File: src/design/set_associative_cache_controller_unit_macros.svh
// Assertion macros for the set-associative cache controller.
// Used by the top level; expects clk and rst_n in scope.
`ifndef SET_ASSOCIATIVE_CACHE_CONTROLLER_UNIT_MACROS_SVH
`define SET_ASSOCIATIVE_CACHE_CONTROLLER_UNIT_MACROS_SVH

// same-cycle implication
`define SACC_ASSERT_NOW(lbl, ante, cons, msg) \
  lbl: assert property (@(posedge clk) disable iff (!rst_n) (ante) |-> (cons)) \
    else $error(msg);

// next-cycle implication
`define SACC_ASSERT_NEXT(lbl, ante, cons, msg) \
  lbl: assert property (@(posedge clk) disable iff (!rst_n) (ante) |=> (cons)) \
    else $error(msg);

`endif

File: src/design/sacc_pkg.sv
// Shared types and constants of the set-associative cache controller.
// No dependencies; imported by the interfaces and by every module but sacc_row_ram.
`default_nettype none

package sacc_pkg;

  localparam int ADDR_W     = 32;
  localparam int TAG_W      = 32;
  localparam int CYC_W      = 18;
  localparam int CFG_IDX_W  = 3;
  localparam int CFG_DATA_W = 4;
  localparam int IDX_FLD_W  = 15;

  localparam int MEM_CYCLES  = 100;
  localparam int WORD_BYTES  = 4;
  localparam int BLOCK_UNIT  = MEM_CYCLES / WORD_BYTES;

  localparam logic [3:0] OFFSET_MAX = 4'd12;

  localparam logic CMD_LOAD  = 1'b0;
  localparam logic CMD_STORE = 1'b1;

  localparam logic [CFG_IDX_W-1:0] CFG_OFFSET_BITS   = 3'd0;
  localparam logic [CFG_IDX_W-1:0] CFG_INDEX_BITS    = 3'd1;
  localparam logic [CFG_IDX_W-1:0] CFG_WAYS_IN_USE   = 3'd2;
  localparam logic [CFG_IDX_W-1:0] CFG_LRU_MODE      = 3'd3;
  localparam logic [CFG_IDX_W-1:0] CFG_WRITE_THROUGH = 3'd4;
  localparam logic [CFG_IDX_W-1:0] CFG_ALLOC_ON_WR   = 3'd5;

  typedef struct packed {
    logic [3:0] offset_bits;
    logic [3:0] index_bits;
    logic [2:0] ways_in_use;
    logic       lru_mode;
    logic       write_through_mode;
    logic       allocate_on_write;
  } cfg_t;

  localparam cfg_t CFG_RESET = '{
    offset_bits:        4'd4,
    index_bits:         4'd8,
    ways_in_use:        3'd4,
    lru_mode:           1'b1,
    write_through_mode: 1'b0,
    allocate_on_write:  1'b1
  };

endpackage

`default_nettype wire

File: src/design/sacc_addr_split.sv
// Address split: offset/index/tag fields and set number modulo SETS.
// Reciprocal multiply over two stages; depends on sacc_pkg.
`default_nettype none

module sacc_addr_split
  import sacc_pkg::*;
#(
  parameter int SETS = 256
) (
  input  wire logic                                   clk,
  input  wire logic [ADDR_W-1:0]                      address,
  input  wire logic [3:0]                             offset_bits,
  input  wire logic [3:0]                             index_bits,
  output      logic [TAG_W-1:0]                       tag,
  output      logic [((SETS > 1) ? $clog2(SETS) : 1)-1:0] set_idx
);

  localparam int SW          = (SETS > 1) ? $clog2(SETS) : 1;
  localparam int SETS_W      = $clog2(SETS + 1);
  localparam int RECIP_SHIFT = 28;
  localparam int RECIP_W     = RECIP_SHIFT + 1;
  localparam int PROD_W      = IDX_FLD_W + RECIP_W;
  localparam int QS_W        = IDX_FLD_W + SETS_W;
  localparam logic [RECIP_W-1:0] RECIP =
    RECIP_W'(((64'd1 << RECIP_SHIFT) + 64'(SETS) - 64'd1) / 64'(SETS));

  logic [ADDR_W-1:0]    shifted;
  logic [15:0]          mask;
  logic [4:0]           tag_shift;
  logic [PROD_W-1:0]    prod;
  logic [QS_W-1:0]      qs;
  logic [IDX_FLD_W-1:0] rem;

  logic [IDX_FLD_W-1:0] x_r;
  logic [TAG_W-1:0]     tag_r;
  logic [IDX_FLD_W-1:0] q_r;

  assign shifted   = address >> offset_bits;
  assign mask      = (16'd1 << index_bits) - 16'd1;
  assign tag_shift = 5'(offset_bits) + 5'(index_bits);

  always_ff @(posedge clk) begin
    x_r   <= shifted[IDX_FLD_W-1:0] & mask[IDX_FLD_W-1:0];
    tag_r <= TAG_W'(address >> tag_shift);
  end

  assign prod = PROD_W'(x_r) * PROD_W'(RECIP);

  always_ff @(posedge clk) begin
    q_r <= prod[RECIP_SHIFT +: IDX_FLD_W];
  end

  assign qs      = QS_W'(q_r) * QS_W'(SETS);
  assign rem     = x_r - qs[IDX_FLD_W-1:0];
  assign set_idx = rem[SW-1:0];
  assign tag     = tag_r;

endmodule

`default_nettype wire

File: config.mk
export PLATFORM = sky130hd
export DESIGN_NAME = sacc_addr_split
export DESIGN_NICKNAME = d
export VERILOG_FILES = /design/src/design/set_associative_cache_controller_unit_macros.svh /design/src/design/sacc_pkg.sv /design/src/design/sacc_addr_split.sv
export SDC_FILE = /design/constraint.sdc
export NUM_CORES = 1
export LEC_CHECK = 0
export BUFFER_PORTS_ARGS = -buffer_cell sky130_fd_sc_hd__buf_2
export CORE_UTILIZATION = 55
export DETAILED_ROUTE_END_ITERATION = 8
export PLACE_DENSITY = 0.81
export SYNTH_ARGS = -nofsm -noshare
export SYNTH_HDL_FRONTEND = slang
export SYNTH_SLANG_ARGS = --single-unit
File: constraint.sdc
create_clock -name clk -period 3.4 [get_ports clk]
set_input_delay 0.68 -clock clk [delete_from_list [all_inputs] [get_ports clk]]
set_output_delay 0.68 -clock clk [all_outputs]
set_load 0.005 [all_outputs]
Word-level counts from Yosys, hierarchy flattened
Index checks and enable logic that the tools add are counted.
Widths: inputs -> output; s select.
{"block": "totals", "register_bits": 40, "out_inout_bits": 40}
{"block": "classes", "add_sub_neg": 3, "shift": 3, "bitwise": 1}
{"cell": "$shr 32x4->8", "count": 1}
{"cell": "$shr 32x5->32", "count": 1}
{"cell": "$sub 8x1->8 const B", "count": 2}
{"cell": "$and 8x8->8", "count": 1}
{"cell": "$shl 1x4->8 const A", "count": 1}
{"cell": "$add 4x4->5", "count": 1}

Longest topological paths before layout
Gate-level depths: netlist of run 1.
{"block": "logic_depth", "word_depth": 3, "mapped_depth": 9, "depth_no_buf": 7}

Worst setup path before layout of run 1
OpenSTA, ideal clock, no wires.
{"block": "synth_path", "kind": "input to register", "startpoint": "input offset_bits[0]", "endpoint": "register tag_r[2] (netlist: tag[2])", "t_arrival_ns": 2.733, "required_time_ns": 3.268, "slack_ns": 0.534, "path_stages": 9, "path_buffers": 2, "path_cell_list": "ha_1 -> fa_1 -> buf_2 -> clkbuf_1 -> mux4_2 -> mux2i_1 -> nand2_1 -> a21oi_1 -> a21oi_1"}
{"block": "synth_via", "elab_chain_cells": 2}
{"element": "start, declared", "line_no": "sacc_addr_split.sv:12", "rtl": "input wire logic [3:0] offset_bits,"}
{"element": "$add 4x4->5", "line_no": "sacc_addr_split.sv:40", "rtl": "assign tag_shift = 5'(offset_bits) + 5'(index_bits);"}
{"element": "$shr 32x5->32", "line_no": "sacc_addr_split.sv:44", "rtl": "tag_r <= TAG_W'(address >> tag_shift);"}
{"element": "end signal, assigned", "line_no": "sacc_addr_split.sv:44"}
{"element": "end, declared", "line_no": "sacc_addr_split.sv:35", "rtl": "logic [TAG_W-1:0] tag_r;"}
Every way passes these cells.

Final worst setup path of run 1
{"block": "layout_path", "startpoint": "input index_bits[0]", "endpoint": "register tag_r[5] (netlist: tag[5])"}
{"block": "layout_via", "elab_chain_cells": 2}
{"element": "start, declared", "line_no": "sacc_addr_split.sv:13", "rtl": "input wire logic [3:0] index_bits,"}
{"element": "$add 4x4->5", "line_no": "sacc_addr_split.sv:40"}
{"element": "$shr 32x5->32", "line_no": "sacc_addr_split.sv:44"}
Every way passes these cells.

==> flow_metrics.py, run 1 <==
metrics = {
    "floorplanning": {
        "die_w_um": 82.1,
        "placeableCoreArea_um2": 6060,
        "initial_utilization": 0.582,
        "boundaryPins": 81,
        "rows": 28,
        "die_y_um": 82.1,
        "die-area_um2": 6730,
    },
    "route": {
        "avgViaCountPerCell": 6.54,
        "drc": 0,
        "firstDrtPassIters": 5,
        "ant_nets": 0,
        "num_vias": 3342,
        "totalWireLength_um": 9260,
        "drt_iter0_drc": 376,
        "routedWlPerCell_um": 18.1,
    },
    "global_routing": {
        "grt_pass1_wl_um": 14400,
        "grt_pass1_vias": 2767,
        "overflow": 0,
        "grt_use_total": 0.287,
        "antenna_found_initial": 0,
        "grt_max_degree": 30,
    },
    "min_path": {
        "hold_path.startpoint": "index_bits[3]",
        "hold_path_class": "input pin to register",
    },
    "clocking": {
        "path_clk_slew_ps": 80,
        "cts_resized": 0,
        "clk_path_buf_depth": 2,
        "cts_sinks": 40,
        "cts_tree": "yes",
        "cts_root_buf": "clkbuf_8",
        "cts_buffers": 5,
        "h-tree-depth": 2,
        "post-cts-setup-buffer-count": 0,
        "cts_hold_buf": 0,
    },
    "power": {
        "power_frac_clock": 0.209,
        "internal-power_uw": 1220,
        "pwr-share-comb": 0.477,
        "sw_frac_of_total": 0.358,
        "switching_power_uw": 677,
        "power-per-cell-area_nw_per_um2": 463,
        "seqPwrFrac": 0.314,
        "vdd_drop_max_mv": 0.299,
        "p_leak_uw": 0.00183,
    },
    "sta": {
        "fin_crit_ps": 2950,
        "maxSlewHeadroom": 0.514,
        "setup_viol": 0,
        "hold_viol_final": 0,
        "period_share": 0.869,
        "tightest_slew_ps": 729,
        "drv_slew": 0,
        "fmax_ghz": 0.339,
        "finalSetupTns_ps": 0,
        "rsz0062_at_grt": "no",
    },
    "setup_path": {
        "cp-start-kind": "input pin",
        "required_ps": 3590,
        "cp-end-kind": "register",
        "startpoint": "index_bits[0]",
        "cp_max_fo": 14,
        "crit_type": "input pin to register",
        "cp_data_arrival_time_ps": 3150,
    },
    "logic_synthesis": {
        "synth_cells": 363,
        "synthMuxAreaShare": 0.395,
        "seq_area_frac_synth": 0.227,
        "yosysWarningCount": 0,
        "synth_flop_cell": "dfxtp_1",
        "synth_xor_xnor_area_share": 0.00745,
        "async_reset_ff_frac": 0,
        "syn_area_um2": 3530,
        "ys_types": 46,
        "synth_top_family_by_area": "multiplexers",
        "ys_seq_elements": 40,
        "synth_nets": 410,
        "synth_edf_count": 0,
        "synth_compound_area_frac": 0.163,
        "synth_simple_gate_area_frac": 0.120,
        "synth_fa_ha_area_frac": 0.0234,
        "synth_area_per_cell_um2": 9.71,
    },
    "outcome": {
        "status": "finished clean",
    },
    "final_layout": {
        "syn2layout_area_growth_pct": 16.0,
        "antenna_cells": 0,
        "final_util": 0.675,
        "nNetsFinal": 482,
        "layout-drive-gt1-share": 0.372,
        "final_cell_mix": "buf_2, dfxtp_1, nand2_1",
        "mostFrequentLayoutCell": "buf_2",
    },
    "placed_design": {
        "io_buffers": 80,
        "dp_hpwl_um": 7080,
        "gp_congestion": 0.995,
    },
    "flow_run": {
        "drv_cap": 0,
    },
}
## area by class of cell
type,instances,area [um^2]
sequential,40,801
multi-input combinational,280,2510
timing repair buffer,98,536
inverter,10,37.5
fill,478,1970
clock inverter,3,46.3
clock buffer,5,68.8
tap,75,93.8
## registers in the layout, summed over array words and instances, names as in the netlist
name	flops
tag	32
x_r	8
## synthesized netlist by cell type, types with 2 or more instances
master    count  area, um^2
and3_1        7        43.8
nor2_1       29         109
nor3_1        5        25.0
a221oi_1      3        26.3
clkbuf_1     16        60.1
mux2i_1      28         280
a22oi_1       4        30.0
a21o_1        4        30.0
nand2_1      35         131
and2_1        2        12.5
inv_1        10        37.5
nand3_1      10        50.1
a21oi_1      23         115
o31ai_1       3        22.5
dfxtp_1      40         801
a31oi_1       2        12.5
buf_2         9        45.0
mux2_2       20         225
o21ai_0      21         105
buf_6         3        33.8
buf_4         4        30.0
o21a_1        2        15.0
o211ai_1     11        82.6
o22ai_1       2        12.5
xnor2_1       2        17.5
mux4_1        8         210
a211oi_1      8        60.1
ha_1          5        62.6
mux4_2       30         676
## power by group through the flow
stage	combinational, uW	clock [uW]	sequential, uW
2_1_floorplan	581	0	626
3_3_place_gp	865	0	605
3_5_place_dp	885	0	606
4_1_cts	889	401	595
5_1_grt	983	427	608
6_report	903	396	594
## final timing paths
check,endpoint,slack (ps),depth (start not counted)
setup / recovery,tag[5],450,7
hold / removal,x_r[7],690,2
## metal layers
| layer | vias to the layer above | track usage | share of wire |
|---|---|---|---|
| met5 | - | 0 | 0 |
| met4 | 0 | 0.0737 | 0.015 |
| met3 | 17 | 0.0467 | 0.088 |
| met2 | 202 | 0.427 | 0.46 |
| met1 | 1589 | 0.430 | 0.44 |
| li1 | 1534 | - | - |
## through the flow
| stage | cells | total power [uW] | area (um^2) | worst slack (ps) | hold WS [ps] |
|---|---|---|---|---|---|
| floorplan | 363 | 1210 | 3530 | 534 | 813 |
| global placement | 503 | 1470 | 3980 | 229 | 999 |
| detailed placement | 503 | 1490 | 3980 | 133 | 1010 |
| CTS | 511 | 1890 | 4090 | 437 | 692 |
| global route | 511 | 2020 | 4090 | 343 | 697 |
| finish | 511 | 1890 | 4090 | 447 | 689 |
## kinds of logic after synthesis
logic type	Yosys count
xor gates and xnor gates	3
DFF	40
and+or+nand+nor	95
buffers and inverters	43
adders and majority gates	6
AOI/OAI and AO/OA	90
muxes	86
## worst max-delay path: stages
cell and delay (ps):
buf_2 130, ha_2 190, fa_1 760, buf_4 300
mux4_2 340, mux4_2 470, mux2_2 270
Note: power is estimated with default switching activity, not from simulation.
==> inputs of run 2 (changes only) <==
CORE_ASPECT_RATIO = 0.5   (was unset)
CORE_UTILIZATION = 57   (was 55)
CTS_BUF_LIST = sky130_fd_sc_hd__clkbuf_4 sky130_fd_sc_hd__clkbuf_8   (was unset)
PLACE_DENSITY = 0.84   (was 0.81)
==> run 2 against run 1 <==
- largest power group unchanged
- hold slack better by 15 ps
- critical endpoint is now tag[11]
- clock power hardly changed
- power is 1.0% higher
- wire length is 6.7% higher
- core utilization is 4.1 points higher
- highest routed layer unchanged
- first-iteration DRC count is 20% lower
- worst setup slack better by 140 ps
- critical path type unchanged
- maximum frequency is 4.8% higher
==> flow_metrics.py, run 2 (synthesized netlist as in run 1, its figures left out) <==
metrics = {
    "outcome": {
        "status": "finished clean",
    },
    "clocking": {
        "cts_sinks": 40,
        "path_clk_slew_ps": 80,
        "clk_path_buf_depth": 2,
        "cts_root_buf": "clkbuf_8",
        "cts_buffers": 5,
        "cts_tree": "yes",
        "h-tree-depth": 2,
        "cts_resized": 0,
        "post-cts-setup-buffer-count": 0,
        "cts_hold_buf": 0,
    },
    "power": {
        "power-per-cell-area_nw_per_um2": 468,
        "vdd_drop_max_mv": 0.270,
        "p_leak_uw": 0.00182,
    },
    "setup_path": {
        "crit_type": "input pin to register",
        "crit_chain": "buf_2 -> ha_2 -> fa_1 -> buf_12 -> mux4_2 -> nand2_1 -> o21ai_0 -> o21ai_0 -> o22ai_1",
        "slowest_stage": "mux4_2",
        "required_ps": 3570,
        "slowest_delay_ps": 560,
        "cp_data_arrival_time_ps": 2980,
        "cp_max_fo": 38,
        "cp-end-kind": "register",
        "cpMostUsedCell": "o21ai_0",
        "cp-start-kind": "input pin",
    },
    "final_layout": {
        "antenna_cells": 0,
        "stdcell_count": 505,
        "final_cell_mix": "buf_2, dfxtp_1, nand2_1",
        "largest_reg_flops": 32,
        "layout-drive-gt1-share": 0.366,
        "mostFrequentLayoutCell": "buf_2",
        "nNetsFinal": 478,
        "syn2layout_area_growth_pct": 15.9,
    },
    "placed_design": {
        "dp_hpwl_um": 7430,
        "place_inst": 497,
        "gp_congestion": 0.970,
        "io_buffers": 80,
    },
    "global_routing": {
        "antenna_found_initial": 0,
        "grt_max_degree": 39,
        "grt_pass1_wl_um": 16100,
        "overflow": 0,
        "grt_use_total": 0.318,
        "grt_pass1_vias": 3189,
    },
    "route": {
        "routedWlPerCell_um": 19.6,
        "avgViaCountPerCell": 6.63,
        "drc": 0,
        "num_vias": 3348,
        "ant_nets": 0,
        "firstDrtPassIters": 5,
        "totalWireLength_um": 9880,
        "drt_iter0_drc": 300,
    },
    "floorplanning": {
        "initial_utilization": 0.618,
        "die_y_um": 57.6,
        "placeableCoreArea_um2": 5710,
        "die-area_um2": 6520,
        "die_w_um": 113,
        "boundaryPins": 81,
        "rows": 19,
    },
    "min_path": {
        "hold_path.startpoint": "index_bits[3]",
        "hold_depth": 2,
        "hold_path_class": "input pin to register",
        "min_to": "x_r[7]",
    },
    "sta": {
        "period_share": 0.829,
        "tightest_slew_ps": 841,
        "hold_viol_final": 0,
        "fmax_ghz": 0.355,
        "fin_crit_ps": 2820,
        "finalSetupTns_ps": 0,
        "maxSlewHeadroom": 0.437,
        "setup_viol": 0,
        "drv_slew": 0,
        "rsz0062_at_grt": "no",
    },
    "flow_run": {
        "drv_cap": 0,
    },
}
## run 2: final cells by class
type | instances | area (um^2)
multi-input cells | 280 | 2510
fillers | 444 | 1620
flip-flops and latches | 40 | 801
repair buffers | 94 | 531
well taps | 73 | 91.3
clock buffers | 5 | 68.8
clock inverters | 3 | 47.5
inverters | 10 | 37.5
## run 2: where the power goes
part           internal (uW)  leakage (uW)  switching [uW]
clock network            221     0.0000583             178
registers                573      0.000334            25.7
logic                    422       0.00143             492
total                   1220       0.00182             696
## run 2: worst max-delay path by stage
stage	startpoint	slack [ps]	end	cells after the start
2_1_floorplan	offset_bits[0]	530	tag[2]	9
3_3_place_gp	index_bits[0]	360	tag[0]	9
3_5_place_dp	index_bits[0]	320	tag[11]	9
4_1_cts	index_bits[0]	640	tag[11]	9
5_1_grt	offset_bits[2]	360	tag[15]	7
6_report	index_bits[0]	580	tag[11]	9
## run 2: metrics by stage
step	utilization	total power (uW)	worst slack, ps	hold slack, ps	instance area, um^2
floorplan	-	1210	534	813	3530
global placement	0.696	1480	365	1000	3970
detailed placement	0.696	1500	321	1010	3970
CTS	0.716	1900	636	701	4090
global route	0.716	2020	360	715	4090
finish	0.716	1910	582	705	4090
## run 2: critical path, delay by kind of cell
family                   cells  cell delay [ps]
buffers and inverters        2              360
AO/OA/AOI/OAI                3              560
AND/OR/NAND/NOR              1               80
multiplexers                 1              560
adder cells (fa/ha/maj)      2              730
## run 2: per-layer routing
layer	track usage	vias up	part of all wire
met5	0	-	0
met4	0.105	0	0.031
met3	0.0669	35	0.11
met2	0.506	217	0.44
met1	0.444	1567	0.42
li1	-	1529	-
==> inputs of run 3 (changes only) <==
ABC_AREA = 1   (was unset)
PLACE_DENSITY = 0.83   (was 0.84)
clock period = 2.7 ns   (was 3.4 ns; I/O delays follow)
==> run 3 against run 2 <==
- sequential power up 25%
- synthesized cell count up 67%
- clock-buffer cell count unchanged
- cell area unchanged
- combinational power up 25%
- die area up 2.1%
- clock power up 32%
- first-iteration DRC count up 120%
- via count up 31%
- sequential share of layout area unchanged
- wire length up 8.2%
- critical endpoint is now tag[13]
- highest routed layer unchanged
==> flow_metrics.py, run 3 <==
metrics = {
    "route": {
        "dr_wl_met3_um": 1050,
        "ant_nets": 0,
        "firstDrtPassIters": 5,
        "wl_met2_um": 4730,
        "drc": 0,
        "avgViaCountPerCell": 5.82,
        "topRoutingLayerUsed": "met4",
        "wl_met1_um": 4780,
        "routedWlPerCell_um": 14.2,
        "totalWireLength_um": 10700,
        "drt_iter0_drc": 669,
        "num_vias": 4376,
    },
    "logic_synthesis": {
        "synthTopCellsByArea": "nand3_1, dfxtp_1, nand2_1",
        "async_reset_ff_frac": 0,
        "yosysWarningCount": 0,
        "synth_nets": 653,
        "synth.largest_area_cell": "nand3_1",
        "synth_area_per_cell_um2": 5.94,
        "yosysMostFrequentCell": "nand3_1",
        "synth_cells": 606,
        "ys_seq_elements": 40,
        "yosys-top-cells-count": "nand3_1, nand2_1, dfxtp_1",
        "synth_flop_cell": "dfxtp_1",
        "synth_edf_count": 0,
        "seq_area_frac_synth": 0.222,
        "synth_top_area_share": 0.343,
        "ys_types": 28,
        "syn_area_um2": 3600,
    },
    "setup_path": {
        "cp-start-kind": "input pin",
        "crit_chain": "buf_2 -> ha_1 -> fa_1 -> buf_4 -> nand3_1 -> nand3_1 -> nand3_1 -> nand3_1 -> nand2_1",
        "cp-end-kind": "register",
        "required_ps": 2890,
        "slowest_delay_ps": 540,
        "cpMostUsedCell": "nand3_1",
        "cp_data_arrival_time_ps": 2440,
        "slowest_stage": "fa_1",
        "crit_type": "input pin to register",
        "cp_max_fo": 31,
    },
    "sta": {
        "rsz0062_at_grt": "no",
        "hold-worst-slack_ps": 562,
        "period_share": 0.830,
        "drv_slew": 0,
        "fmax_ghz": 0.446,
        "hold_viol_final": 0,
        "maxSlewHeadroom": 0.573,
        "finalSetupTns_ps": 0,
        "setup_viol": 0,
        "tightest_slew_ps": 639,
        "fin_crit_ps": 2240,
        "setup_slack_ps": 459,
    },
    "floorplanning": {
        "boundaryPins": 81,
        "die_w_um": 114,
        "die_y_um": 58.2,
        "die-area_um2": 6660,
        "rows": 20,
        "placeableCoreArea_um2": 6080,
        "initial_utilization": 0.592,
    },
    "global_routing": {
        "grt_pass1_vias": 3540,
        "grt_pass1_wl_um": 17100,
        "antenna_found_initial": 0,
        "overflow": 0,
        "grt_use_total": 0.327,
        "grt_max_degree": 35,
    },
    "final_layout": {
        "layout-drive-gt1-share": 0.194,
        "antenna_cells": 0,
        "final_cell_mix": "nand3_1, nand2_1, buf_2",
        "syn2layout_area_growth_pct": 13.4,
        "nNetsFinal": 710,
        "stdcell_count": 752,
        "largest_reg_flops": 32,
        "mostFrequentLayoutCell": "nand3_1",
        "final_util": 0.672,
    },
    "clocking": {
        "h-tree-depth": 2,
        "cts_tree": "yes",
        "path_clk_slew_ps": 100,
        "cts_buffers": 5,
        "cts_hold_buf": 0,
        "cts_sinks": 40,
        "clk_path_buf_depth": 2,
        "cts_resized": 0,
        "post-cts-setup-buffer-count": 0,
        "cts_root_buf": "clkbuf_8",
    },
    "placed_design": {
        "dp_slack_ps": 191,
        "dp_hpwl_um": 7960,
        "gp_congestion": 0.955,
        "io_buffers": 80,
        "place_inst": 744,
    },
    "flow_run": {
        "drv_cap": 0,
    },
    "power": {
        "p_leak_uw": 0.00210,
        "vdd_drop_max_mv": 0.251,
        "power-per-cell-area_nw_per_um2": 592,
    },
    "min_path": {
        "hold_depth": 3,
        "hold_path_class": "input pin to register",
    },
    "outcome": {
        "status": "finished clean",
    },
}
==> run 3: cell count changes after synthesis, sizes merged, moves of 13 or more <==
| cell | before | now |
|---|---|---|
| nand3 | 10 | 266 |
| nand2 | 35 | 190 |
| mux4 | 38 | 0 |
| mux2i | 28 | 0 |
| mux2 | 20 | 0 |
| buf | 17 | 34 |
| o21ai | 22 | 5 |
| a21oi | 23 | 10 |
==> run 3: area by class of cell <==
type,instances,area [um^2]
inverter,16,63.8
fill,570,2000
clock buffer,5,68.8
multi-input combinational,510,2480
clock inverter,3,47.5
tap,88,110
timing repair buffer,90,513
sequential,40,801
==> run 3: routing by layer <==
metal,vias to the layer above,GRT usage
met4,0,0.0686
met5,-,0
met2,236,0.519
met1,1936,0.471
met3,17,0.0523
li1,2187,-
==> run 3: final timing paths <==
| kind | from | to | slack (ps) |
|---|---|---|---|
| max | index_bits[0] | tag[13] | 460 |
| min | offset_bits[3] | x_r[6] | 560 |
==> run 3: worst max-delay path: cells and delay by family <==
| family | cells | cell delay [ps] |
|---|---|---|
| buffers and inverters | 2 | 460 |
| AND/OR/NAND/NOR | 5 | 670 |
| adder cells (fa/ha/maj) | 2 | 770 |
==> run 3: kinds of logic after synthesis <==
group	after synthesis	share of synthesized area
AND/OR/NAND/NOR	487	0.640
buffers and inverters	56	0.0889
flip-flops	40	0.222
AO/OA/AOI/OAI	17	0.0261
adder cells (fa/ha/maj)	6	0.0229
==> run 3: power by group <==
group | internal [uW] | switching [uW]
sequential | 714 | 33.0
combinational | 410 | 734
clock | 279 | 248
==> run 3: stage by stage <==
| stage | total power (uW) | cell area (um^2) |
|---|---|---|
| 4_1_cts | 2400 | 4090 |
| 2_1_floorplan | 1560 | 3600 |
| 3_3_place_gp | 1870 | 3970 |
| 6_report | 2420 | 4090 |
| 3_5_place_dp | 1880 | 3970 |
| 5_1_grt | 2580 | 4090 |
