## config.mk

```make
export PLATFORM = sky130hd
export DESIGN_NAME = sacc_way_scan
export DESIGN_NICKNAME = d
export VERILOG_FILES = /design/src/design/set_associative_cache_controller_unit_macros.svh /design/src/design/sacc_pkg.sv /design/src/design/sacc_way_scan.sv
export SDC_FILE = /design/constraint.sdc
export NUM_CORES = 1
export LEC_CHECK = 0
export ABC_AREA = 1
export BUFFER_PORTS_ARGS = -buffer_cell sky130_fd_sc_hd__buf_2
export CAP_MARGIN = 5
export CORE_MARGIN = 1
export CORE_UTILIZATION = 43
export DETAILED_ROUTE_END_ITERATION = 7
export PLACE_DENSITY = 0.85
export SLEW_MARGIN = 20
export SYNTH_ARGS = -nofsm -noshare
export SYNTH_HDL_FRONTEND = slang
export SYNTH_SLANG_ARGS = --single-unit
```

## constraint.sdc

```tcl
create_clock -name clk -period 3.2 [get_ports clk]
set_input_delay 0.64 -clock clk [delete_from_list [all_inputs] [get_ports clk]]
set_output_delay 0.64 -clock clk [all_outputs]
set_load 0.05 [all_outputs]
```

## src/design/set_associative_cache_controller_unit_macros.svh

```systemverilog
// Assertion macros for the set-associative cache controller.
// Used by the top level; expects clk and rst_n in scope.
`ifndef SET_ASSOCIATIVE_CACHE_CONTROLLER_UNIT_MACROS_SVH
`define SET_ASSOCIATIVE_CACHE_CONTROLLER_UNIT_MACROS_SVH

// same-cycle implication
`define SACC_ASSERT_NOW(lbl, ante, cons, msg) \
  lbl: assert property (@(posedge clk) disable iff (!rst_n) (ante) |-> (cons)) \
    else $error(msg);

// next-cycle implication
`define SACC_ASSERT_NEXT(lbl, ante, cons, msg) \
  lbl: assert property (@(posedge clk) disable iff (!rst_n) (ante) |=> (cons)) \
    else $error(msg);

`endif

```

## src/design/sacc_pkg.sv

```systemverilog
// Shared types and constants of the set-associative cache controller.
// No dependencies; imported by the interfaces and by every module but sacc_row_ram.
`default_nettype none

package sacc_pkg;

  localparam int ADDR_W     = 32;
  localparam int TAG_W      = 32;
  localparam int CYC_W      = 18;
  localparam int CFG_IDX_W  = 3;
  localparam int CFG_DATA_W = 4;
  localparam int IDX_FLD_W  = 15;

  localparam int MEM_CYCLES  = 100;
  localparam int WORD_BYTES  = 4;
  localparam int BLOCK_UNIT  = MEM_CYCLES / WORD_BYTES;

  localparam logic [3:0] OFFSET_MAX = 4'd12;

  localparam logic CMD_LOAD  = 1'b0;
  localparam logic CMD_STORE = 1'b1;

  localparam logic [CFG_IDX_W-1:0] CFG_OFFSET_BITS   = 3'd0;
  localparam logic [CFG_IDX_W-1:0] CFG_INDEX_BITS    = 3'd1;
  localparam logic [CFG_IDX_W-1:0] CFG_WAYS_IN_USE   = 3'd2;
  localparam logic [CFG_IDX_W-1:0] CFG_LRU_MODE      = 3'd3;
  localparam logic [CFG_IDX_W-1:0] CFG_WRITE_THROUGH = 3'd4;
  localparam logic [CFG_IDX_W-1:0] CFG_ALLOC_ON_WR   = 3'd5;

  typedef struct packed {
    logic [3:0] offset_bits;
    logic [3:0] index_bits;
    logic [2:0] ways_in_use;
    logic       lru_mode;
    logic       write_through_mode;
    logic       allocate_on_write;
  } cfg_t;

  localparam cfg_t CFG_RESET = '{
    offset_bits:        4'd4,
    index_bits:         4'd8,
    ways_in_use:        3'd4,
    lru_mode:           1'b1,
    write_through_mode: 1'b0,
    allocate_on_write:  1'b1
  };

endpackage

`default_nettype wire

```

## src/design/sacc_way_scan.sv

```systemverilog
// Way scan unit: one way per beat, tag compare, first invalid, oldest way.
// Depends on sacc_pkg.
`default_nettype none

module sacc_way_scan
  import sacc_pkg::*;
#(
  parameter int WAYS = 4
) (
  input  wire logic                                   clk,
  input  wire logic                                   rst_n,
  input  wire logic                                   clear,
  input  wire logic                                   step,
  input  wire logic [((WAYS > 1) ? $clog2(WAYS) : 1)-1:0] way_idx,
  input  wire logic                                   way_valid,
  input  wire logic [TAG_W-1:0]                       way_tag,
  input  wire logic [((WAYS > 1) ? $clog2(WAYS) : 1)-1:0] way_age,
  input  wire logic [TAG_W-1:0]                       look_tag,
  output      logic                                   hit,
  output      logic [((WAYS > 1) ? $clog2(WAYS) : 1)-1:0] hit_way,
  output      logic [((WAYS > 1) ? $clog2(WAYS) : 1)-1:0] victim_way
);

  localparam int WW = (WAYS > 1) ? $clog2(WAYS) : 1;

  logic          hit_r;
  logic [WW-1:0] hit_way_r;
  logic          inv_r;
  logic [WW-1:0] inv_way_r;
  logic [WW-1:0] max_way_r;
  logic [WW-1:0] max_age_r;

  always_ff @(posedge clk) begin
    if (!rst_n || clear) begin
      hit_r     <= 1'b0;
      inv_r     <= 1'b0;
      max_way_r <= '0;
      max_age_r <= '0;
    end else if (step) begin
      if (!hit_r && way_valid && way_tag == look_tag) begin
        hit_r <= 1'b1;
      end
      if (!inv_r && !way_valid) begin
        inv_r <= 1'b1;
      end
      if (way_age > max_age_r) begin
        max_age_r <= way_age;
        max_way_r <= way_idx;
      end
    end
  end

  always_ff @(posedge clk) begin
    if (step && !hit_r && way_valid && way_tag == look_tag) begin
      hit_way_r <= way_idx;
    end
    if (step && !inv_r && !way_valid) begin
      inv_way_r <= way_idx;
    end
  end

  assign hit        = hit_r;
  assign hit_way    = hit_way_r;
  assign victim_way = inv_r ? inv_way_r : max_way_r;

endmodule

`default_nettype wire

```

# ---- Word-level counts from Yosys, hierarchy flattened
# Index checks and enable logic that the tools add are counted.
dict set report word_totals {
  ff_bits 10
  wordCells 25
}
dict set report op_classes {
  order_cmp 1
  eq_ne 1
  mux 1
  n_reduce_logical 16
}
# cell n
set op_table {}
lappend op_table {{== test 32 bit} 1}
lappend op_table {{logical AND 1 bit} 8}
lappend op_table {{AND reduction 2 bit} 3}
lappend op_table {{zero test 1 bit} 4}
lappend op_table {{greater-than comparator 2 bit} 1}
lappend op_table {{two-way mux 2 bit} 1}
lappend op_table {{logical OR 1 bit} 1}

# ---- Depth between registers and ports, before layout
# Gate-level depths: netlist of the first run.
dict set report depth {
  word_depth 4
  ltp_mapped 9
}

# ---- Least setup slack after synthesis of the first run
# Ideal clock, no wire load.
dict set report synth_timing {
  path_type {input -> register}
  start {input look_tag[28]}
  end {register hit_way_r[0] (netlist: hit_way[0]) (enable)}
  setup_ns 0.309
  arrival_ns 1.319
  setup_slack_ns 1.573
  stages 5
  n_path_buf 0
  cell_sequence {xor2_1 > nand2b_1 > nor3b_1 > nand3_1 > nor2_1}
}
dict set report synth_via {
  elab_chain_len 2
}
# item line
set synth_lines {}
lappend synth_lines {{from (decl)} sacc_way_scan.sv:18} ;# input wire logic [TAG_W-1:0] look_tag,
lappend synth_lines {{== test 32 bit} sacc_way_scan.sv:54} ;# if (step && !hit_r && way_valid && way_tag == look_tag) begin
lappend synth_lines {{logical AND 1 bit} sacc_way_scan.sv:54}
lappend synth_lines {{to (signal assigned)} sacc_way_scan.sv:55} ;# hit_way_r <= way_idx;
lappend synth_lines {{to (decl)} sacc_way_scan.sv:27} ;# logic [WW-1:0] hit_way_r;
# No other way between the ends.
# A chain may end at the register's enable or synchronous reset.

# ---- Worst setup path after layout of the first run
dict set report layout_timing {
  start {register inv_r}
  end {output victim_way[1] (netlist bit)}
}
dict set report layout_via {
  elab_chain_len 1
}
# item line
set layout_lines {}
lappend layout_lines {{from (decl)} sacc_way_scan.sv:28} ;# logic inv_r;
lappend layout_lines {{from (signal assigned)} sacc_way_scan.sv:36} ;# inv_r <= 1'b0;
lappend layout_lines {{from (signal assigned)} sacc_way_scan.sv:44} ;# inv_r <= 1'b1;
lappend layout_lines {{two-way mux 2 bit} sacc_way_scan.sv:64} ;# assign victim_way = inv_r ? inv_way_r : max_way_r;
lappend layout_lines {{to (decl)} sacc_way_scan.sv:21} ;# output logic [((WAYS > 1) ? $clog2(WAYS) : 1)-1:0] victim_way
# No other way between the ends.

==> results of run 1 <==
state kept, by name, indices dropped and copies added (netlist names):
signal,flops
max_age_r,2
hit_way,2
max_way_r,2
inv_way_r,2
inv_r,1
hit,1
cell families (layout without fill, tap and decap cells):
group | count (synthesis) | after routing | synth area share, %
simple gates | 94 | 94 | 38.94
fa+ha+maj | 2 | 2 | 2.366
buf+inv | 26 | 107 | 9.231
compound gates | 10 | 10 | 5.325
xor+xnor | 25 | 25 | 21.42
flops | 10 | 10 | 22.72
power by group:
part           switching, W  internal [W]
Combinational     0.0000806     0.0000732
Sequential       0.00000156      0.000136
Clock             0.0000441     0.0000482
layout make-up:
| class | instances | area, um^2 |
|---|---|---|
| clock buffer | 4 | 26.28 |
| fill | 230 | 750.7 |
| sequential | 10 | 240.2 |
| inverter | 26 | 97.59 |
| timing repair buffer | 77 | 385.4 |
| tap | 28 | 35.03 |
| multi-input combinational | 131 | 719.4 |
layer usage:
metal	vias up	share of wire (%)	track usage (%)
met1	561	42	24.96
met3	7	7.0	2.924
met5	-	0	0
met4	0	2.1	6.757
met2	57	49	40.48
li1	677	-	-
synth_stat cells, drive strengths merged, types with 2 or more instances:
cell type / count
nand2: 48
inv: 26
nor2: 26
xor2: 13
xnor2: 12
a21oi: 6
dfxtp: 6
nand3: 6
edfxtp: 4
nand3b: 3
nand4: 3
or2: 3
a211oi: 2
ha: 2
nor3: 2
critical path, stage by stage, from the launching register on:
cell and delay [ns]:
dfxtp_1 0.33, inv_1 0.10, nand2_1 0.06, nand2_1 0.05
buf_2 0.25
worst max-delay path by stage:
stage | start | endpoint | slack [ns] | depth (start not counted)
floorplan | look_tag[28] | hit_way[0] | 1.57 | 5
global placement | look_tag[6] | hit_way[0] | 1.39 | 6
detailed placement | look_tag[6] | hit_way[1] | 1.31 | 6
CTS | inv_r | victim_way[0] | 1.50 | 4
global route | inv_r | victim_way[0] | 1.42 | 4
finish | inv_r | victim_way[1] | 1.51 | 4
through the flow:
| step | cells | cell area, um^2 | setup WS, ns | power, W |
|---|---|---|---|---|
| 6_report | 276 | 1504 | 1.508 | 0.0003838 |
| 5_1_grt | 276 | 1504 | 1.422 | 0.0004089 |
| 4_1_cts | 276 | 1504 | 1.501 | 0.0003844 |
| 3_5_place_dp | 272 | 1478 | 1.312 | 0.0002929 |
| 3_3_place_gp | 272 | 1478 | 1.392 | 0.0002887 |
| 2_1_floorplan | 167 | 1057 | 1.573 | 0.0002234 |
==> qor.csv, run 1 <==
metric,value,unit
Max Slew Vio Count,0,
global-route wire length before repair,4291,um
final setup fails,0,
Hold Startpoint,max_way_r[1],
headroom to the max-slew limit,81.20,%
most frequent cells in the layout,"77 x buf_2, 48 x nand2_1, 24 x inv_1, 24 x nor2_1",
Die ar.,0.002661,mm^2
# hold bufs at CTS,0,
area grow syn2layout,42.25,%
Peak VDD IR,0.1604,mV
critical path type,register to output pin,
CP endpoint kind,output pin,
Worst EP arrival,1.05,ns
total vias in the final route,1302,
highest clock rate,0.5911,GHz
final cycle utilization of the critical path,52.87,%
Final Hold Vio Count,0,
Synth Register Bits,10,
dominant synthesized flop cell,dfxtp_1,
Reg-to-Reg End,hit_way[1],
initial antenna violation count,0,
share of cells above drive strength 1,34.68,%
Post-CTS Repair Setup Buffers,0,
Synth top area share,17.04,%
CP max FO,4,
Fin Setup TNS,0,ns
min Tclk post-route,1.692,ns
Die Height,51.59,um
hold endpoint,max_way_r[1],
Util after Layout,66.70,%
Placer Congestion,0.8389,
root buf cell,clkbuf_4,
Initial Util,46.89,%
sequential area share after synthesis,22.72,%
Post-route DRC,0,
required time of the critical path,2.56,ns
critical path launch point type,register,
Avg WL per Cell,9.931,um
Tightest Hold Check Type,register to register,
largest net degree at the start of global routing,7,
1st-iter DRT viols,34,
RSZ-0062 raised after global routing,no,
Post-Syn Area,0.001057,mm^2
Post-Syn Area per Cell,6.331,um^2
worst hold slack,0.4624,ns
vias in the first global route,1161,
antenna-violating nets left,0,
Critical R2R Launch,hit,
Pwr Density,255.2,mW/mm^2
later-pin clock latency in the skew report,0.27,ns
"area leader, netlist",nand2_1,
CTS tree,built,
status,finished clean,
ys async rst share,0,%
final WL,2741,um
antenna cells,0,
Rows,17,
total core area,0.002255,mm^2
Bufs on Longest Clock Path,2,
clk_skew,0.006114,ns
H-tree level count,1,
CTS Sinks,10,
Cell variety after synth,23,
final-stage net count,324,
FF-to-FF setup slack,1.81,ns
GR Util All Layers,21.61,%
# IOs,78,
actual slew at the worst max-slew pin,0.2800,ns
Yosys warning count,0,
max-cap viol count,0,
dominant cells by area after synthesis,"nand2_1 17%, dfxtp_1 11%, edfxtp_1 11%, xnor2_1 9.9%, xor2_1 9.9%",
Worst Reg-to-Reg Cells,5,
Post-Syn Instances,167,
cts bufs inserted,3,
"Clk pin slew, worst setup/hold paths",0.06,ns
hold depth,2,
DP HPWL,2425,um
PostCTS Resize Cnt,0,
"EDFF count, synth",4,
Die Wd,51.59,um
gr ovfl total,0,
buffers added on ports,77,
First-pass DRT Iterations,4,
"commonest non-fill, non-tap cell in the layout",buf_2,
Leakage Power,0.8090,nW
Mapped Nets,242,
via/cell ratio,4.717,
No activity file was read; power rests on OpenSTA's default activity.
==> run 2: changes to the inputs <==
--- a/config.mk
+++ b/config.mk
@@ -5,13 +5,13 @@
 export SDC_FILE = /design/constraint.sdc
 export NUM_CORES = 1
 export LEC_CHECK = 0
-export ABC_AREA = 1
+export ABC_AREA = 0
 export BUFFER_PORTS_ARGS = -buffer_cell sky130_fd_sc_hd__buf_2
 export CAP_MARGIN = 5
 export CORE_MARGIN = 1
-export CORE_UTILIZATION = 43
+export CORE_UTILIZATION = 31
 export DETAILED_ROUTE_END_ITERATION = 7
-export PLACE_DENSITY = 0.85
+export PLACE_DENSITY = 0.74
 export SLEW_MARGIN = 20
 export SYNTH_ARGS = -nofsm -noshare
 export SYNTH_HDL_FRONTEND = slang
==> constraint.sdc (replaced) <==
create_clock -name clk -period 1.5 [get_ports clk]
set_input_delay 0.3 -clock clk [delete_from_list [all_inputs] [get_ports clk]]
set_output_delay 0.3 -clock clk [all_outputs]
set_load 0.05 [all_outputs]
==> run 2 against run 1 <==
Setup slack got worse by 1.5 ns. Critical path depth rose by 1. Die area rose by 0.76%. Combinational power rose by 63%. Via count fell by 33%. Register-to-register slack got worse by 1.7 ns. Global-route usage fell by 5.9 points. Largest power group is now registers.
==> qor.csv, run 2 <==
metric,value,unit
status,finished clean,
1st-iter DRT viols,9,
most instantiated cells after synthesis,"24 x xor2_1, 8 x xnor2_1, 6 x dfxtp_1, 6 x nor2_1, 6 x nor4_1",
# IOs,78,
Yosys warning count,0,
Critical R2R Launch,max_age_r[1],
worst path cell trace,buf_2 -> xnor2_2 -> nand4_1 -> or3_4 -> nor4_4,
Post-route DRC,0,
Final Hold Vio Count,0,
ys async rst share,0,%
initial antenna violation count,0,
First-pass DRT Iterations,4,
final cycle utilization of the critical path,97.27,%
combinational share of power,34.8,%
Post-Syn Area per Cell,9.725,um^2
critical path type,input port to register,
max-cap viol count,0,
H-tree level count,1,
required time of the critical path,1.43,ns
"area leader, netlist",xor2_1,
buffers added on ports,77,
area grow syn2layout,69.06,%
root buf cell,clkbuf_4,
FF-to-FF setup slack,0.08,ns
CP max stage delay,0.41,ns
Clock Power Share,24.5,%
global-route wire length before repair,3153,um
Die ar.,0.002681,mm^2
Flop pwr share,40.7,%
switching share of total power,26.65,%
Mapped Nets,154,
# hold bufs at CTS,0,
Util after Layout,57.06,%
GR Util All Layers,15.74,%
total core area,0.002276,mm^2
later-pin clock latency in the skew report,0.25,ns
antenna cells,0,
"EDFF count, synth",4,
Cell variety after synth,22,
Post-Syn Instances,79,
Fin Setup TNS,0,ns
CP max stage cell,or3_4,
Rows,17,
Max Slew Vio Count,0,
"Clk pin slew, worst setup/hold paths",0.06,ns
Initial Util,33.75,%
final-stage net count,237,
dominant synthesized flop cell,dfxtp_1,
cts bufs inserted,3,
worst hold slack,0.2558,ns
via/cell ratio,4.654,
CP endpoint kind,register,
Synth Register Bits,10,
Tightest Hold Check Type,input port to register,
CTS tree,built,
final WL,1952,um
Pwr Density,553.8,mW/mm^2
Post-Syn Area,768.2,um^2
Avg WL per Cell,10.38,um
Hold Startpoint,way_idx[0],
most frequent cell after synthesis,xor2_1,
clk_skew,0.002647,ns
Worst EP arrival,1.39,ns
CP max FO,3,
total vias in the final route,875,
DP HPWL,1724,um
cell internal pwr,0.0005275,W
dominant cells by area after synthesis,"xor2_1 27%, dfxtp_1 16%, edfxtp_1 16%, xnor2_1 9.1%, nor4_1 4.9%",
net switching power,0.0001917,W
hold endpoint,inv_way_r[0],
top cell family by delay on the critical path,simple AND/OR/NAND/NOR gates,
Worst Path Buf+Inv,1,
vias in the first global route,874,
Placement Cell Area,0.001206,mm^2
Post-CTS Repair Setup Buffers,0,
"commonest non-fill, non-tap cell in the layout",buf_2,
Leakage Power,0.6807,nW
gr ovfl total,0,
Crit. Startpoint,look_tag[17],
fill cell count,227,
antenna-violating nets left,0,
Peak VDD IR,0.3915,mV
RSZ-0062 raised after global routing,yes,
headroom to the max-slew limit,77.49,%
Reg-to-Reg End,max_way_r[0],
share of cells above drive strength 1,56.88,%
most frequent cells in the layout,"72 x buf_2, 24 x xor2_1, 6 x nor4_1, 6 x nor2_1, 5 x xnor2_1",
Bufs on Longest Clock Path,2,
final setup fails,0,
Die Height,51.78,um
min Tclk post-route,1.459,ns
Die Wd,51.78,um
critical path launch point type,input port,
hold depth,1,
Placer Congestion,0.6681,
Worst Reg-to-Reg Cells,7,
PostCTS Resize Cnt,0,
Final Cell Area,0.001299,mm^2
highest clock rate,0.6854,GHz
actual slew at the worst max-slew pin,0.3346,ns
CTS Sinks,10,
sequential area share after synthesis,31.27,%
Synth top area share,27.36,%
largest net degree at the start of global routing,7,
## run 2: worst max-delay path by stage
| stage | to | slack [ns] | cells after the start |
|---|---|---|---|
| 2_1_floorplan | max_age_r[1] | 0.006 | 6 |
| 3_3_place_gp | hit_way[0] | -0.17 | 5 |
| 3_5_place_dp | hit_way[0] | -0.23 | 5 |
| 4_1_cts | victim_way[1] | 0.01 | 2 |
| 5_1_grt | hit_way[0] | -0.03 | 5 |
| 6_report | hit_way[0] | 0.04 | 5 |
## run 2: cell type report
type | count | area [um^2] | area share [%]
multi-input combinational | 66 | 565.5 | 43.55
inverter | 3 | 11.26 | 0.8670
clock buffer | 3 | 22.52 | 1.734
tap | 28 | 35.03 | 2.697
sequential | 10 | 244.0 | 18.79
timing repair buffer | 78 | 420.4 | 32.37
## run 2: power by group through the flow
| stage | logic (W) | registers (W) | clock network [W] |
|---|---|---|---|
| global route | 0.000278 | 0.000293 | 0.000197 |
| finish | 0.000251 | 0.000293 | 0.000176 |
| detailed placement | 0.000232 | 0.000298 | 0 |
| floorplan | 0.000105 | 0.000297 | 0 |
| CTS | 0.000233 | 0.000292 | 0.000180 |
| global placement | 0.000222 | 0.000298 | 0 |
## run 2: kinds of logic after synthesis
logic type | count (synthesis) | synth area share, %
muxes | 5 | 6.840
DFF | 10 | 31.27
adders and majority gates | 2 | 3.257
xor gates and xnor gates | 32 | 36.48
buffers and inverters | 3 | 1.466
AOI/OAI and AO/OA | 4 | 3.584
and+or+nand+nor | 23 | 17.10
## run 2: through the flow
stage / setup WS, ns / std cells / power (W)
4_1_cts: 0.01341 / 188 / 0.0007056
3_3_place_gp: -0.1716 / 185 / 0.0005200
6_report: 0.04095 / 188 / 0.0007192
2_1_floorplan: 0.006175 / 79 / 0.0004029
5_1_grt: -0.02788 / 188 / 0.0007685
3_5_place_dp: -0.2273 / 185 / 0.0005309
## run 2: metal layers
layer,vias up,share of wire (%),global-route usage (%)
met5,-,0,0
met4,0,1.0,7.658
met3,2,9.6,2.339
met2,49,58,33.98
met1,388,31,13.26
li1,436,-,-
## run 2: worst reg2reg max path, delay by kind of cell, from the launching register on
kind | cells | cell delay, ns
compound gates | 1 | 0.15
fa+ha+maj | 1 | 0.21
buf+inv | 2 | 0.26
flops | 1 | 0.32
mux | 1 | 0.19
simple gates | 2 | 0.18
==> run 3: changes to the inputs <==
--- a/config.mk
+++ b/config.mk
@@ -11,7 +11,7 @@
 export CORE_MARGIN = 1
 export CORE_UTILIZATION = 31
 export DETAILED_ROUTE_END_ITERATION = 7
-export PLACE_DENSITY = 0.74
+export PLACE_DENSITY_LB_ADDON = 0.12
 export SLEW_MARGIN = 20
 export SYNTH_ARGS = -nofsm -noshare
 export SYNTH_HDL_FRONTEND = slang
==> run 3 against run 2 <==
Setup slack is essentially flat. Largest cell class unchanged. Global-route usage shrank 0.25 points. Critical endpoint is now victim_way[0]. Power grew 1.7%.
==> qor.csv, run 3 (same netlist as run 2, synthesis figures left out) <==
metric,value,unit
combinational share of power,33.6,%
Die ar.,0.002681,mm^2
H-tree level count,1,
Final Hold Vio Count,0,
largest net degree at the start of global routing,7,
Pwr Density,568.2,mW/mm^2
Post-route DRC,0,
Bufs on Longest Clock Path,2,
Worst EP arrival,1.16,ns
worst path cell trace,mux2_1 -> buf_4,
Leakage Power,0.6787,nW
status,finished clean,
Rows,17,
CTS tree,built,
RSZ-0062 raised after global routing,yes,
Avg WL per Cell,10.33,um
Flop pwr share,40.0,%
hold depth,1,
actual slew at the worst max-slew pin,0.3401,ns
DP HPWL,1739,um
max-cap viol count,0,
net switching power,0.0002036,W
Multi-input gate area,565.5,um^2
later-pin clock latency in the skew report,0.27,ns
gr ovfl total,0,
Critical R2R Launch,max_age_r[1],
final cycle utilization of the critical path,97.27,%
Max Slew Vio Count,0,
Fin Setup TNS,0,ns
antenna cells,0,
Crit. Startpoint,inv_r,
top cell family by delay on the critical path,flip-flops,
root buf cell,clkbuf_4,
fill cell count,226,
Tightest Hold Check Type,input port to register,
headroom to the max-slew limit,77.28,%
CP endpoint kind,output pin,
via/cell ratio,4.421,
vias in the first global route,787,
1st-iter DRT viols,1,
Peak VDD IR,0.5198,mV
GR Util All Layers,15.50,%
cts bufs inserted,3,
required time of the critical path,1.20,ns
CP max stage delay,0.37,ns
min Tclk post-route,1.459,ns
antenna-violating nets left,0,
critical path type,register to output pin,
"commonest non-fill, non-tap cell in the layout",buf_2,
global-route wire length before repair,3056,um
buffers added on ports,77,
Hold Startpoint,way_idx[1],
Worst Path Buf+Inv,1,
CP max FO,4,
area grow syn2layout,67.59,%
# IOs,78,
share of cells above drive strength 1,57.41,%
final WL,1962,um
most frequent cells in the layout,"75 x buf_2, 24 x xor2_1, 6 x xnor2_1, 6 x nor4_1, 6 x nor2_1",
final setup fails,0,
"Clk pin slew, worst setup/hold paths",0.07,ns
cell internal pwr,0.0005280,W
FF-to-FF setup slack,0.07,ns
total vias in the final route,840,
Placer Congestion,0.7187,
total core area,0.002276,mm^2
initial antenna violation count,0,
CP max stage cell,dfxtp_2,
FF/Latch Area,244.0,um^2
# hold bufs at CTS,0,
switching share of total power,27.83,%
critical path launch point type,register,
Post-CTS Repair Setup Buffers,0,
CTS Sinks,10,
Initial Util,33.75,%
Reg-to-Reg End,max_age_r[1],
Util after Layout,56.57,%
clk_skew,0.001133,ns
First-pass DRT Iterations,3,
hold endpoint,inv_way_r[1],
Die Wd,51.78,um
Die Height,51.78,um
highest clock rate,0.6854,GHz
final-stage net count,238,
Worst Reg-to-Reg Cells,7,
Clock Power Share,26.4,%
[run 3: how the worst max path moves through the flow]
stage / cells after the start / endpoint / slack (ns)
3_5_place_dp: 5 / hit_way[0] / -0.22
5_1_grt: 7 / max_age_r[1] / -0.05
2_1_floorplan: 6 / max_age_r[1] / 0.006
3_3_place_gp: 5 / hit_way[1] / -0.16
4_1_cts: 7 / max_age_r[1] / 0.01
6_report: 2 / victim_way[0] / 0.04
[run 3: power by group through the flow]
| stage | Combinational [W] | Clock [W] | Sequential (W) |
|---|---|---|---|
| global placement | 0.000226 | 0 | 0.000298 |
| CTS | 0.000234 | 0.000199 | 0.000292 |
| detailed placement | 0.000233 | 0 | 0.000298 |
| floorplan | 0.000105 | 0 | 0.000297 |
| finish | 0.000246 | 0.000193 | 0.000293 |
| global route | 0.000273 | 0.000210 | 0.000293 |
[run 3: per-stage QoR]
step	instances	worst slack [ns]	area [um^2]	total power [W]	hold slack, ns
detailed placement	186	-0.2156	1214	0.0005315	0.4613
CTS	190	0.01069	1241	0.0007250	0.2360
global route	190	-0.04920	1287	0.0007755	0.2373
floorplan	79	0.006175	778.2	0.0004029	0.3989
global placement	186	-0.1612	1214	0.0005238	0.4584
finish	190	0.04098	1287	0.0007316	0.2443
[run 3: cell type report]
| cell class | count | share of cell area, % |
|---|---|---|
| timing repair buffer | 79 | 31.49 |
| inverter | 3 | 0.8746 |
| clock inverter | 1 | 0.2915 |
| clock buffer | 3 | 1.749 |
| multi-input combinational | 66 | 43.93 |
| tap | 28 | 2.721 |
| sequential | 10 | 18.95 |
[run 3: what timing repair did]
action	CTS	global route
pin swaps	0	4
gates resized for setup	1	12
cloned	0	0
setup endpoints to repair	2	8
[run 3: per-layer routing]
metal  vias to the layer above  global-route usage, %  share of wire [%]
met5                         -                      0                  0
met4                         0                  2.703               0.87
met3                         2                  5.848                8.4
met2                        39                  30.09                 55
met1                       361                  15.59                 35
li1                        438                      -                  -
